**src/hw/rtl/lgs_pkg.sv**
```systemverilog
package lgs_pkg;

  localparam int LGS_GRID_SIZE = 64;

  localparam int ROW_W     = 64;
  localparam int ROW_IDX_W = 6;
  localparam int GEN_W     = 32;
  localparam int POP_W     = 13;
  localparam int CNT_W     = ROW_IDX_W + 1;
  localparam int OP_W      = 2;

  localparam logic [OP_W-1:0] OP_WRITE = 2'd0;
  localparam logic [OP_W-1:0] OP_READ  = 2'd1;
  localparam logic [OP_W-1:0] OP_STEP  = 2'd2;

  // 3x3 window counts, cell included
  localparam logic [3:0] BORN_COUNT = 4'd3;
  localparam logic [3:0] KEEP_LOW   = 4'd3;
  localparam logic [3:0] KEEP_HIGH  = 4'd4;

  typedef struct packed {
    logic [OP_W-1:0]      operation;
    logic [ROW_IDX_W-1:0] row_index;
    logic [ROW_W-1:0]     row_cells;
  } in_word_t;

  typedef struct packed {
    logic [ROW_W-1:0] row_data;
    logic [GEN_W-1:0] generation;
    logic [POP_W-1:0] population;
  } out_word_t;

  typedef struct packed {
    logic             latch;
    logic             wr_item;
    logic             rd_item;
    logic             sweep_start;
    logic             sweep_ev;
    logic             sweep_zero;
    logic [CNT_W-1:0] sweep_idx;
    logic             commit;
    logic             load_out;
  } lgs_cmd_t;

  typedef struct packed {
    logic out_free;
  } lgs_sts_t;

endpackage

```
**src/hw/rtl/lgs_ctrl.sv**
```systemverilog
module lgs_ctrl
  import lgs_pkg::*;
#(
  parameter int GRID_SIZE = LGS_GRID_SIZE
) (
  input  logic      clk,
  input  logic      rst_n,
  input  logic      in_valid,
  input  in_word_t  in_word,
  output logic      in_ready,
  input  lgs_sts_t  sts_i,
  output lgs_cmd_t  cmd_o
);

  typedef enum logic [6:0] {
    S_IDLE    = 7'b0000001,
    S_EXEC    = 7'b0000010,
    S_SWEEP   = 7'b0000100,
    S_DRAIN_A = 7'b0001000,
    S_DRAIN_B = 7'b0010000,
    S_COMMIT  = 7'b0100000,
    S_RESP    = 7'b1000000
  } state_t;

  state_t            state_r, state_nxt;
  logic [OP_W-1:0]   op_r, op_nxt;
  logic [CNT_W-1:0]  cnt_r, cnt_nxt;
  logic              last_row;

  assign last_row = (cnt_r == CNT_W'(GRID_SIZE));
  assign in_ready = (state_r == S_IDLE);

  always_comb begin
    state_nxt = state_r;
    op_nxt    = op_r;
    cnt_nxt   = cnt_r;
    cmd_o     = '0;
    cmd_o.sweep_idx = cnt_r;
    unique case (state_r)
      S_IDLE: begin
        if (in_valid) begin
          cmd_o.latch = 1'b1;
          op_nxt      = in_word.operation;
          state_nxt   = S_EXEC;
        end
      end
      S_EXEC: begin
        unique case (op_r)
          OP_WRITE: begin
            cmd_o.wr_item = 1'b1;
            state_nxt     = S_RESP;
          end
          OP_READ: begin
            cmd_o.rd_item = 1'b1;
            state_nxt     = S_RESP;
          end
          OP_STEP: begin
            cmd_o.sweep_start = 1'b1;
            cnt_nxt           = '0;
            state_nxt         = S_SWEEP;
          end
          default: begin
            state_nxt = S_RESP;
          end
        endcase
      end
      S_SWEEP: begin
        cmd_o.sweep_ev   = 1'b1;
        cmd_o.sweep_zero = last_row;
        cnt_nxt          = cnt_r + CNT_W'(1);
        if (last_row) begin
          state_nxt = S_DRAIN_A;
        end
      end
      S_DRAIN_A: begin
        state_nxt = S_DRAIN_B;
      end
      S_DRAIN_B: begin
        state_nxt = S_COMMIT;
      end
      S_COMMIT: begin
        cmd_o.commit = 1'b1;
        state_nxt    = S_RESP;
      end
      S_RESP: begin
        if (sts_i.out_free) begin
          cmd_o.load_out = 1'b1;
          state_nxt      = S_IDLE;
        end
      end
      default: begin
        state_nxt = S_IDLE;
      end
    endcase
  end

  always_ff @(posedge clk) begin
    if (!rst_n) begin
      state_r <= S_IDLE;
      op_r    <= OP_WRITE;
      cnt_r   <= '0;
    end else begin
      state_r <= state_nxt;
      op_r    <= op_nxt;
      cnt_r   <= cnt_nxt;
    end
  end

endmodule

```
**config.mk**
```make
export PLATFORM = sky130hd
export DESIGN_NAME = lgs_ctrl
export DESIGN_NICKNAME = d
export VERILOG_FILES = /design/src/hw/rtl/lgs_pkg.sv /design/src/hw/rtl/lgs_ctrl.sv
export SDC_FILE = /design/constraint.sdc
export NUM_CORES = 1
export LEC_CHECK = 0
export ABC_CLOCK_PERIOD_IN_PS = 3300
export BUFFER_PORTS_ARGS = -buffer_cell sky130_fd_sc_hd__buf_2
export CORE_UTILIZATION = 38
export DETAILED_ROUTE_END_ITERATION = 8
export GPL_TIMING_DRIVEN = 0
export PLACE_DENSITY = 0.84
export SLEW_MARGIN = 10
export SYNTH_ARGS = -nofsm -noshare
export SYNTH_HDL_FRONTEND = slang
export SYNTH_SLANG_ARGS = --single-unit
```
**constraint.sdc**
```tcl
create_clock -name clk -period 3.3 [get_ports clk]
set_input_delay 0.495 -clock clk [delete_from_list [all_inputs] [get_ports clk]]
set_output_delay 0.495 -clock clk [all_outputs]
set_load 0.03 [all_outputs]
```
==> results of run 1 <==
-- worst paths after layout --
check / start / to / slack [ps]
worst min register to register: op_r[0] / op_r[0] / 510
worst max-delay path: cnt_r[0] / cmd_o[9] / 530
worst max register to register: cnt_r[0] / state_r[3] / 1240
worst min-delay path: rst_n / state_r[0] / 440
-- synth_stat cells, types with 2 or more instances --
cell,number,area (um^2)
nand2_1,8,30.0
a211oi_1,2,15.0
nor2_1,9,33.8
inv_1,10,37.5
nor2b_1,2,12.5
o211ai_1,2,15.0
nand2b_1,2,12.5
nor3b_1,2,15.0
ha_1,2,25.0
nand3_1,3,15.0
clkbuf_1,3,11.3
nor3_1,2,10.0
or3b_2,2,17.5
o21ai_0,3,15.0
or4b_2,2,20.0
or3_1,4,25.0
o2111ai_1,2,17.5
or4_1,2,15.0
dfxtp_1,16,320
xnor2_1,2,17.5
nor4_1,3,18.8
a21oi_1,7,35.0
-- power by group through the flow --
stage	Clock, uW	Combinational, uW	Sequential (uW)
floorplan	0	148	216
global placement	0	182	217
detailed placement	0	187	218
CTS	107	188	213
global route	111	209	215
finish	104	188	213
-- layout make-up --
cell class	count	area, um^2
fill	239	1160
multi-input combinational	81	557
buffer	4	18.8
sequential	16	320
timing repair buffer	21	105
tap	28	35.0
clock buffer	3	22.5
inverter	10	37.5
-- sequential cells by signal, indices dropped and copies added, names as in the netlist --
signal	cells
cnt_r	7
state_r	7
op_r	2
-- through the flow --
stage	hold WS (ps)	setup slack, ps
after CTS	437	524
after floorplan	461	600
final	442	528
after detailed placement	501	866
after global placement	475	884
after global routing	446	375
-- layer usage --
metal	track usage (%)	wire length (um)
met1	22.7	910
met5	0	0
met4	9.46	48
met2	31.6	1020
met3	2.63	113
-- worst register-to-register path: stages, from the launching register on --
cell	delay [ps]
dfxtp_1	340
inv_1	100
ha_1	150
or4b_1	420
nor3b_1	550
a21oi_1	130
a211oi_1	270
-- logic make-up after synthesis --
family	Yosys count	synth area share [%]
buf+inv	14	6.03
compound gates	26	19.7
flops	16	34.3
simple gates	50	34.4
fa+ha+maj	2	2.68
xor+xnor	3	2.82
==> flow_summary_export.csv, run 1 <==
group,metric,value,unit
synthesis,synth_edf_count,0,
detailed_routing,dr.first_iter.drc_count,18,
run,drv_cap,0,
sta,slew-limit-headroom,56.7,%
power_and_ir_drop,combPwrFrac,37.2,%
die,coreArea,2250,um^2
detailed_routing,dr.pass1.iters,4,
final_layout,final_area,1100,um^2
final_layout,antenna_cells,0,
detailed_routing,antenna_left,0,
power_and_ir_drop,leakagePower,0.000456,uW
setup_path,max_stage_delay,550,ps
final_layout,fin_cells,163,
final_layout,layout_commonest_cell,"buf_2",
global_routing,antenna_found_initial,0,
sta,fmax,361,MHz
power_and_ir_drop,ir_worst_vdd,0.000307,V
setup_path,start_kind,"flip-flop",
power_and_ir_drop,cellPowerDensity,461,nW/um^2
die,pin_count,92,
worst_hold_path,holdPathStages,2,
cts,cts_setup_buffers,0,
sta,worst_pin_slew,648,ps
cts,clk_pin_slew_worst_paths,90,ps
detailed_routing,vias_per_cell,5.69,
cts,clockRootBuffer,"clkbuf_4",
power_and_ir_drop,p_sw,187,uW
final_layout,nNetsFinal,215,
setup_path,reg2reg_depth,6,
global_routing,grt_pass1_wl,3630,um
setup_path,critical_path_class,"reg2out",
sta,period_needed,2770,ps
setup_path,required,2800,ps
sta,finClkSkew,2.83,ps
synthesis,syn_inst,111,
status,status,"finished clean",
synthesis,yosys_warnings,0,
setup_path,cp_max_fo,5,
final_layout,syn_to_final_growth,17.4,%
placement,port_buffers,21,
power_and_ir_drop,power,505,uW
synthesis,synth_seq_cells,16,
power_and_ir_drop,switching_share,37.1,%
final_layout,final_util,48.6,%
sta,rsz0062_at_grt,"no",
synthesis,avgSynthCellArea,8.41,um^2
sta,setup_tns,0,ps
sta,hold_viol_final,0,
placement,placedCellCount,160,
sta,slew_violations,0,
setup_path,worstPathArrival,2280,ps
cts,clk_latency,290,ps
synthesis,synth_cell_types,43,
setup_path,crit_chain,"inv_1 > ha_1 > or4b_1 > nor3b_1 > and2_1 > buf_2",
die,initial_utilization,41.4,%
cts,cts.sinks,16,
setup_path,critPathSlowestCell,"nor3b_1",
sta,period_share,84.0,%
power_and_ir_drop,power_frac_clock,20.5,%
cts,ctsLongestPathBuffers,2,
synthesis,synth_fp_nets,189,
die,fp.dieW,51.6,um
sta,setup_viol,0,
setup_path,end_kind,"output port",
cts,ctsResizeCount,0,
cts,numCtsBuffers,3,
power_and_ir_drop,intPower,318,uW
placement,place_area,1070,um^2
detailed_routing,vias,928,
final_layout,drive_gt1_share,26.7,%
placement,hpwlAfterDp,1610,um
setup_path,path_buf_inv,2,
power_and_ir_drop,seqPwrFrac,42.3,%
synthesis,async_reset_ff_share,0,%
global_routing,grt_use_total,18.6,%
global_routing,grt_max_degree,11,
die,die_area,2660,um^2
final_layout,mostFrequentLayoutCells,"buf_2, dfxtp_1, inv_1, nor2_1, nand2_1",
worst_hold_path,hp-class,"in2reg",
synthesis,syn_area,933,um^2
synthesis,ys.flop_type,"dfxtp_1",
setup_path,crit_cells,6,
detailed_routing,wl,2090,um
die,std_cell_rows,17,
synthesis,yosysSeqAreaShare,34.3,%
global_routing,grt_pass1_vias,829,
cts,cts_tree,"built",
cts,cts_max_level,1,
setup_path,cp_top_family,"simple AND/OR/NAND/NOR gates",
die,chipHeight,51.6,um
global_routing,grt-ovfl-total,0,
detailed_routing,drt-wirelength-per-cell,12.8,um
placement,gp_congestion,0.821,
detailed_routing,drcViolationCount,0,
cts,cts_hold_buf,0,
Power figures use the tool's default switching activity.
==> run 2, diff against run 1 <==
Settings changed: ABC_CLOCK_PERIOD_IN_PS 3300 to 2880, CORE_UTILIZATION 38 to 35, PLACE_DENSITY 0.84 to 0.78.
Clock period 3.3 ns to 2.88 ns, I/O delays scaled along.
==> flow_summary_export.csv, run 2 (synthesis results as in run 1) <==
group,metric,value,unit
status,status,"finished clean",
sta,slew-limit-headroom,60.7,%
global_routing,grt-ovfl-total,0,
setup_path,start_kind,"flip-flop",
global_routing,antenna_found_initial,0,
final_layout,nNetsFinal,215,
cts,clockRootBuffer,"clkbuf_4",
setup_path,path_buf_inv,1,
worst_hold_path,holdPathStages,3,
global_routing,grt_pass1_vias,732,
cts,cts.sinks,16,
detailed_routing,dr.pass1.iters,4,
final_layout,layout_commonest_cell,"buf_2",
setup_path,critPathSlowestCell,"or4_4",
sta,fmax,376,MHz
cts,cts_max_level,1,
setup_path,r2r_start,"cnt_r[0]",
setup_path,cp_top_family,"simple AND/OR/NAND/NOR gates",
setup_path,r2r-end,"state_r[5]",
cts,clk_pin_slew_worst_paths,90,ps
worst_hold_path,whs_endpoint,"op_r[0]",
sta,worst_pin_slew,588,ps
sta,finClkSkew,2.66,ps
sta,rsz0062_at_grt,"no",
placement,gp_congestion,0.828,
setup_path,reg2reg_depth,6,
detailed_routing,antenna_left,0,
final_layout,syn_to_final_growth,17.7,%
detailed_routing,vias_per_cell,5.38,
final_layout,reg.largest.list,"cnt_r (7), state_r (7), op_r (2)",
setup_path,cp_max_fo,6,
final_layout,antenna_cells,0,
cts,numCtsBuffers,3,
global_routing,grt_use_total,15.5,%
setup_path,ff2ff_setup_slack,900,ps
power_and_ir_drop,ir_worst_vdd,0.000322,V
sta,holdWs,393,ps
sta,period_needed,2660,ps
run,drv_cap,0,
die,die_area,2880,um^2
final_layout,fillers,251,
setup_path,required,2450,ps
setup_path,crit_chain,"or4_4 > or4b_4 > nor3b_1 > buf_2",
cts,ctsResizeCount,0,
die,std_cell_rows,18,
detailed_routing,drcViolationCount,0,
cts,clk_latency,280,ps
die,chipHeight,53.6,um
die,coreArea,2500,um^2
final_layout,mostFrequentLayoutCells,"buf_2, dfxtp_1, inv_1, nor2_1, nand2_1",
detailed_routing,drt-wirelength-per-cell,12.0,um
die,pin_count,92,
cts,cts_tree,"built",
placement,port_buffers,21,
power_and_ir_drop,power,576,uW
sta,slew_violations,0,
placement,placedCellCount,162,
sta,setup_viol,0,
sta,setup_tns,0,ps
final_layout,fin_cells,165,
die,initial_utilization,37.3,%
global_routing,grt_pass1_wl,3200,um
cts,cts_setup_buffers,0,
setup_path,worstPathArrival,2230,ps
power_and_ir_drop,leakagePower,0.000456,uW
sta,period_share,92.4,%
power_and_ir_drop,cellPowerDensity,524,nW/um^2
setup_path,critical_path_class,"reg2out",
detailed_routing,dr.first_iter.drc_count,17,
setup_path,end_kind,"output port",
detailed_routing,wl,1980,um
sta,hold_viol_final,0,
placement,hpwlAfterDp,1500,um
cts,cts_hold_buf,0,
detailed_routing,vias,887,
worst_hold_path,hp-start,"in_word[70]",
die,fp.dieW,53.6,um
global_routing,grt_max_degree,11,
worst_hold_path,hp-class,"in2reg",
setup_path,max_stage_delay,580,ps
final_layout,drive_gt1_share,26.7,%
final_layout,final_util,43.9,%
cts,ctsLongestPathBuffers,2,
==> run 2: cell counts in the layout (fill, tap and decap cells not counted) <==
Identical to the previous run, type by type.
==> run 2: stage by stage <==
step / area [um^2] / setup WS, ps
3_3_place_gp: 1080 / 546
5_1_grt: 1100 / 107
4_1_cts: 1100 / 227
3_5_place_dp: 1080 / 556
2_1_floorplan: 933 / 243
6_report: 1100 / 219
==> run 2: per-layer routing <==
metal  wire, um  vias to the layer above  GRT usage, %
met5          0                        -             0
met1        982                      405          21.4
met2        907                       14          22.5
met3         62                        4          3.39
li1           -                      464             -
met4         31                        0          7.89
==> run 2: worst reg2reg max path: stages (launching register included) <==
cell,delay [ps]
dfxtp_1,340
inv_1,90
ha_1,140
or4b_1,420
nor3b_1,510
o211ai_1,220
nor4_1,180
==> run 2: where the power goes <==
part           leakage (uW)  switching, uW  internal [uW]
Sequential         0.000130           8.42            237
Clock             0.0000138           67.0           48.5
Combinational      0.000312            136           78.6
Total              0.000456            212            364
==> run 2: how the worst max path moves through the flow <==
| stage | from | to | cells past startpoint |
|---|---|---|---|
| floorplan | state_r[5] | cmd_o[12] | 3 |
| global placement | state_r[2] | cmd_o[12] | 4 |
| finish | state_r[5] | cmd_o[12] | 4 |
| CTS | state_r[5] | cmd_o[12] | 4 |
| detailed placement | state_r[5] | cmd_o[12] | 4 |
| global route | state_r[2] | cmd_o[12] | 4 |
==> run 2: area by class of cell <==
type | instances | area [um^2] | share of cell area [%]
Multi-Input combinational cell | 81 | 557 | 50.7
Sequential cell | 16 | 320 | 29.2
Timing Repair Buffer | 21 | 105 | 9.57
Inverter | 10 | 37.5 | 3.42
Tap cell | 30 | 37.5 | 3.42
Clock buffer | 3 | 22.5 | 2.05
Buffer | 4 | 18.8 | 1.71
==> run 3, diff against run 2 <==
Settings changed: ABC_AREA set to 1, CORE_UTILIZATION 35 to 36, PLACE_DENSITY 0.78 to 0.79.
==> flow_summary_export.csv, run 3 <==
group,metric,value,unit
status,status,"finished clean",
setup_path,crit_chain,"nor2_1 > nand3_1 > nor2_2 > nand2_2 > inv_1 > buf_4 > buf_2",
sta,period_needed,2070,ps
final_layout,antenna_cells,0,
setup_path,start_kind,"flip-flop",
placement,post-place-ws,1130,ps
final_layout,syn_to_final_growth,18.2,%
cts,clk_latency,290,ps
cts,clk_pin_slew_worst_paths,100,ps
final_layout,layout_commonest_cell,"inv_1",
global_routing,grt_use_total,15.9,%
power_and_ir_drop,power,497,uW
cts,cts_tree,"built",
synthesis,syn_area,985,um^2
power_and_ir_drop,seqPwrFrac,48.0,%
cts,ctsLongestPathBuffers,2,
global_routing,grt_use_met2,26.2,%
setup_path,endpoint,"cmd_o[11]",
detailed_routing,dr.pass1.iters,4,
detailed_routing,drcViolationCount,0,
setup_path,crit_cells,7,
sta,slew-limit-headroom,80.4,%
placement,gp_congestion,0.801,
setup_path,worstSetupStartpoint,"state_r[2]",
synthesis,synth_top_area_share,32.5,%
cts,ctsResizeCount,0,
setup_path,reg2reg_depth,9,
sta,hold_viol_final,0,
placement,hpwlAfterDp,1530,um
global_routing,use_met1,19.5,%
detailed_routing,dr.first_iter.drc_count,16,
synthesis,synth_edf_count,0,
global_routing,antenna_found_initial,0,
sta,rsz0062_at_grt,"no",
synthesis,yosys.area.top_type,"dfxtp_1",
global_routing,grt_pass1_wl,3310,um
setup_path,required,2450,ps
die,die_area,2950,um^2
sta,slew_violations,0,
setup_path,ff2ff_setup_slack,1500,ps
synthesis,synth_seq_cells,16,
detailed_routing,vias_per_cell,4.73,
global_routing,grt_max_degree,11,
cts,cts_max_level,1,
global_routing,gr-max-usage-layer,"met2",
sta,setup_tns,0,ps
final_layout,final_util,46.1,%
power_and_ir_drop,cellPowerDensity,427,nW/um^2
synthesis,yosys_warnings,0,
synthesis,synth.area.top_cells,"dfxtp_1, inv_1, nand3_1",
synthesis,yosysMostFrequentCell,"inv_1",
sta,setup_slack,809,ps
final_layout,drive_gt1_share,22.5,%
setup_path,critical_path_class,"reg2out",
synthesis,ys.flop_type,"dfxtp_1",
die,fp.dieW,54.3,um
detailed_routing,wl,1990,um
placement,port_buffers,21,
power_and_ir_drop,ir_worst_vdd,0.000315,V
run,drv_cap,0,
cts,cts_hold_buf,0,
die,std_cell_rows,18,
sta,worst_pin_slew,292,ps
setup_path,critPathSlowestCell,"dfxtp_1",
synthesis,synth_fp_nets,231,
setup_path,cp_top_family,"simple AND/OR/NAND/NOR gates",
global_routing,grt_pass1_vias,821,
die,initial_utilization,39.0,%
cts,cts_setup_buffers,0,
cts,cts.sinks,16,
global_routing,met3_usage,3.33,%
global_routing,grt-ovfl-total,0,
final_layout,fillers,281,
setup_path,worstPathArrival,1640,ps
power_and_ir_drop,leakagePower,0.000619,uW
detailed_routing,vias,984,
setup_path,max_stage_delay,340,ps
cts,numCtsBuffers,3,
setup_path,path_buf_inv,3,
final_layout,nNetsFinal,257,
setup_path,end_kind,"output port",
power_and_ir_drop,switching_share,31.2,%
setup_path,r2r-end,"state_r[6]",
detailed_routing,drt-wirelength-per-cell,9.54,um
die,coreArea,2520,um^2
final_layout,mostFrequentLayoutCells,"inv_1, nand2_1, nor2_1, nand3_1, buf_2",
synthesis,syn_inst,153,
power_and_ir_drop,intPower,342,uW
power_and_ir_drop,combPwrFrac,21.3,%
synthesis,async_reset_ff_share,0,%
die,pin_count,92,
final_layout,reg.largest.list,"cnt_r (7), state_r (7), op_r (2)",
sta,fmax,483,MHz
synthesis,yosysSeqAreaShare,32.5,%
setup_path,cp_max_fo,9,
detailed_routing,antenna_left,0,
worst_hold_path,hp-class,"in2reg",
synthesis,netlist_top_cells_count,"inv_1, nand2_1, nor2_1",
cts,clockRootBuffer,"clkbuf_4",
worst_hold_path,hp-start,"in_word[71]",
sta,setup_viol,0,
power_and_ir_drop,power_frac_clock,30.6,%
synthesis,avgSynthCellArea,6.44,um^2
sta,finClkSkew,2.32,ps
synthesis,synth_cell_types,23,
sta,holdWs,409,ps
die,chipHeight,54.3,um
sta,period_share,71.9,%
setup_path,r2r_start,"cnt_r[0]",
power_and_ir_drop,p_sw,155,uW
==> run 3: worst min-delay path: cells and delay by family <==
kind | cells | cell delay (ps)
AO/OA/AOI/OAI | 2 | 170
buffers and inverters | 1 | 70
==> run 3: area by class of cell <==
cell class                      instances  area (um^2)  area share [%]
Inverter                               30          113            9.68
Buffer                                  2         18.8            1.61
Clock buffer                            4         36.3            3.12
Sequential cell                        16          320            27.5
Timing Repair Buffer                   21          105            9.03
Multi-Input combinational cell        105          533            45.8
Tap cell                               30         37.5            3.23
==> run 3: worst min-delay path by stage <==
stage                       endpoint  depth (start not counted)
after CTS                    op_r[0]                          3
final                        op_r[1]                          3
after floorplan           state_r[5]                          2
after global placement    state_r[5]                          2
after global routing      state_r[3]                          3
after detailed placement  state_r[5]                          2
==> run 3: logic make-up after synthesis <==
| group | count (synthesis) | synth area share [%] |
|---|---|---|
| fa+ha+maj | 2 | 2.54 |
| buf+inv | 32 | 13.3 |
| simple gates | 87 | 42.8 |
| xor+xnor | 1 | 0.890 |
| compound gates | 15 | 7.88 |
| flops | 16 | 32.5 |
==> run 3: per-stage QoR <==
step | area [um^2] | cells
floorplan | 985 | 153
global placement | 1130 | 204
detailed placement | 1130 | 204
CTS | 1160 | 208
global route | 1160 | 208
finish | 1160 | 208
==> run 3: layer usage <==
layer / wire length [um] / vias to the layer above
li1: - / 528
met3: 55 / 5
met2: 905 / 16
met5: 0 / -
met4: 40 / 0
met1: 984 / 435
==> run 3: power groups by stage <==
| stage | logic (uW) | registers (uW) | clock network, uW |
|---|---|---|---|
| after detailed placement | 106 | 244 | 0 |
| final | 106 | 239 | 152 |
| after floorplan | 83.7 | 243 | 0 |
| after global routing | 118 | 241 | 166 |
| after CTS | 107 | 239 | 158 |
| after global placement | 105 | 244 | 0 |
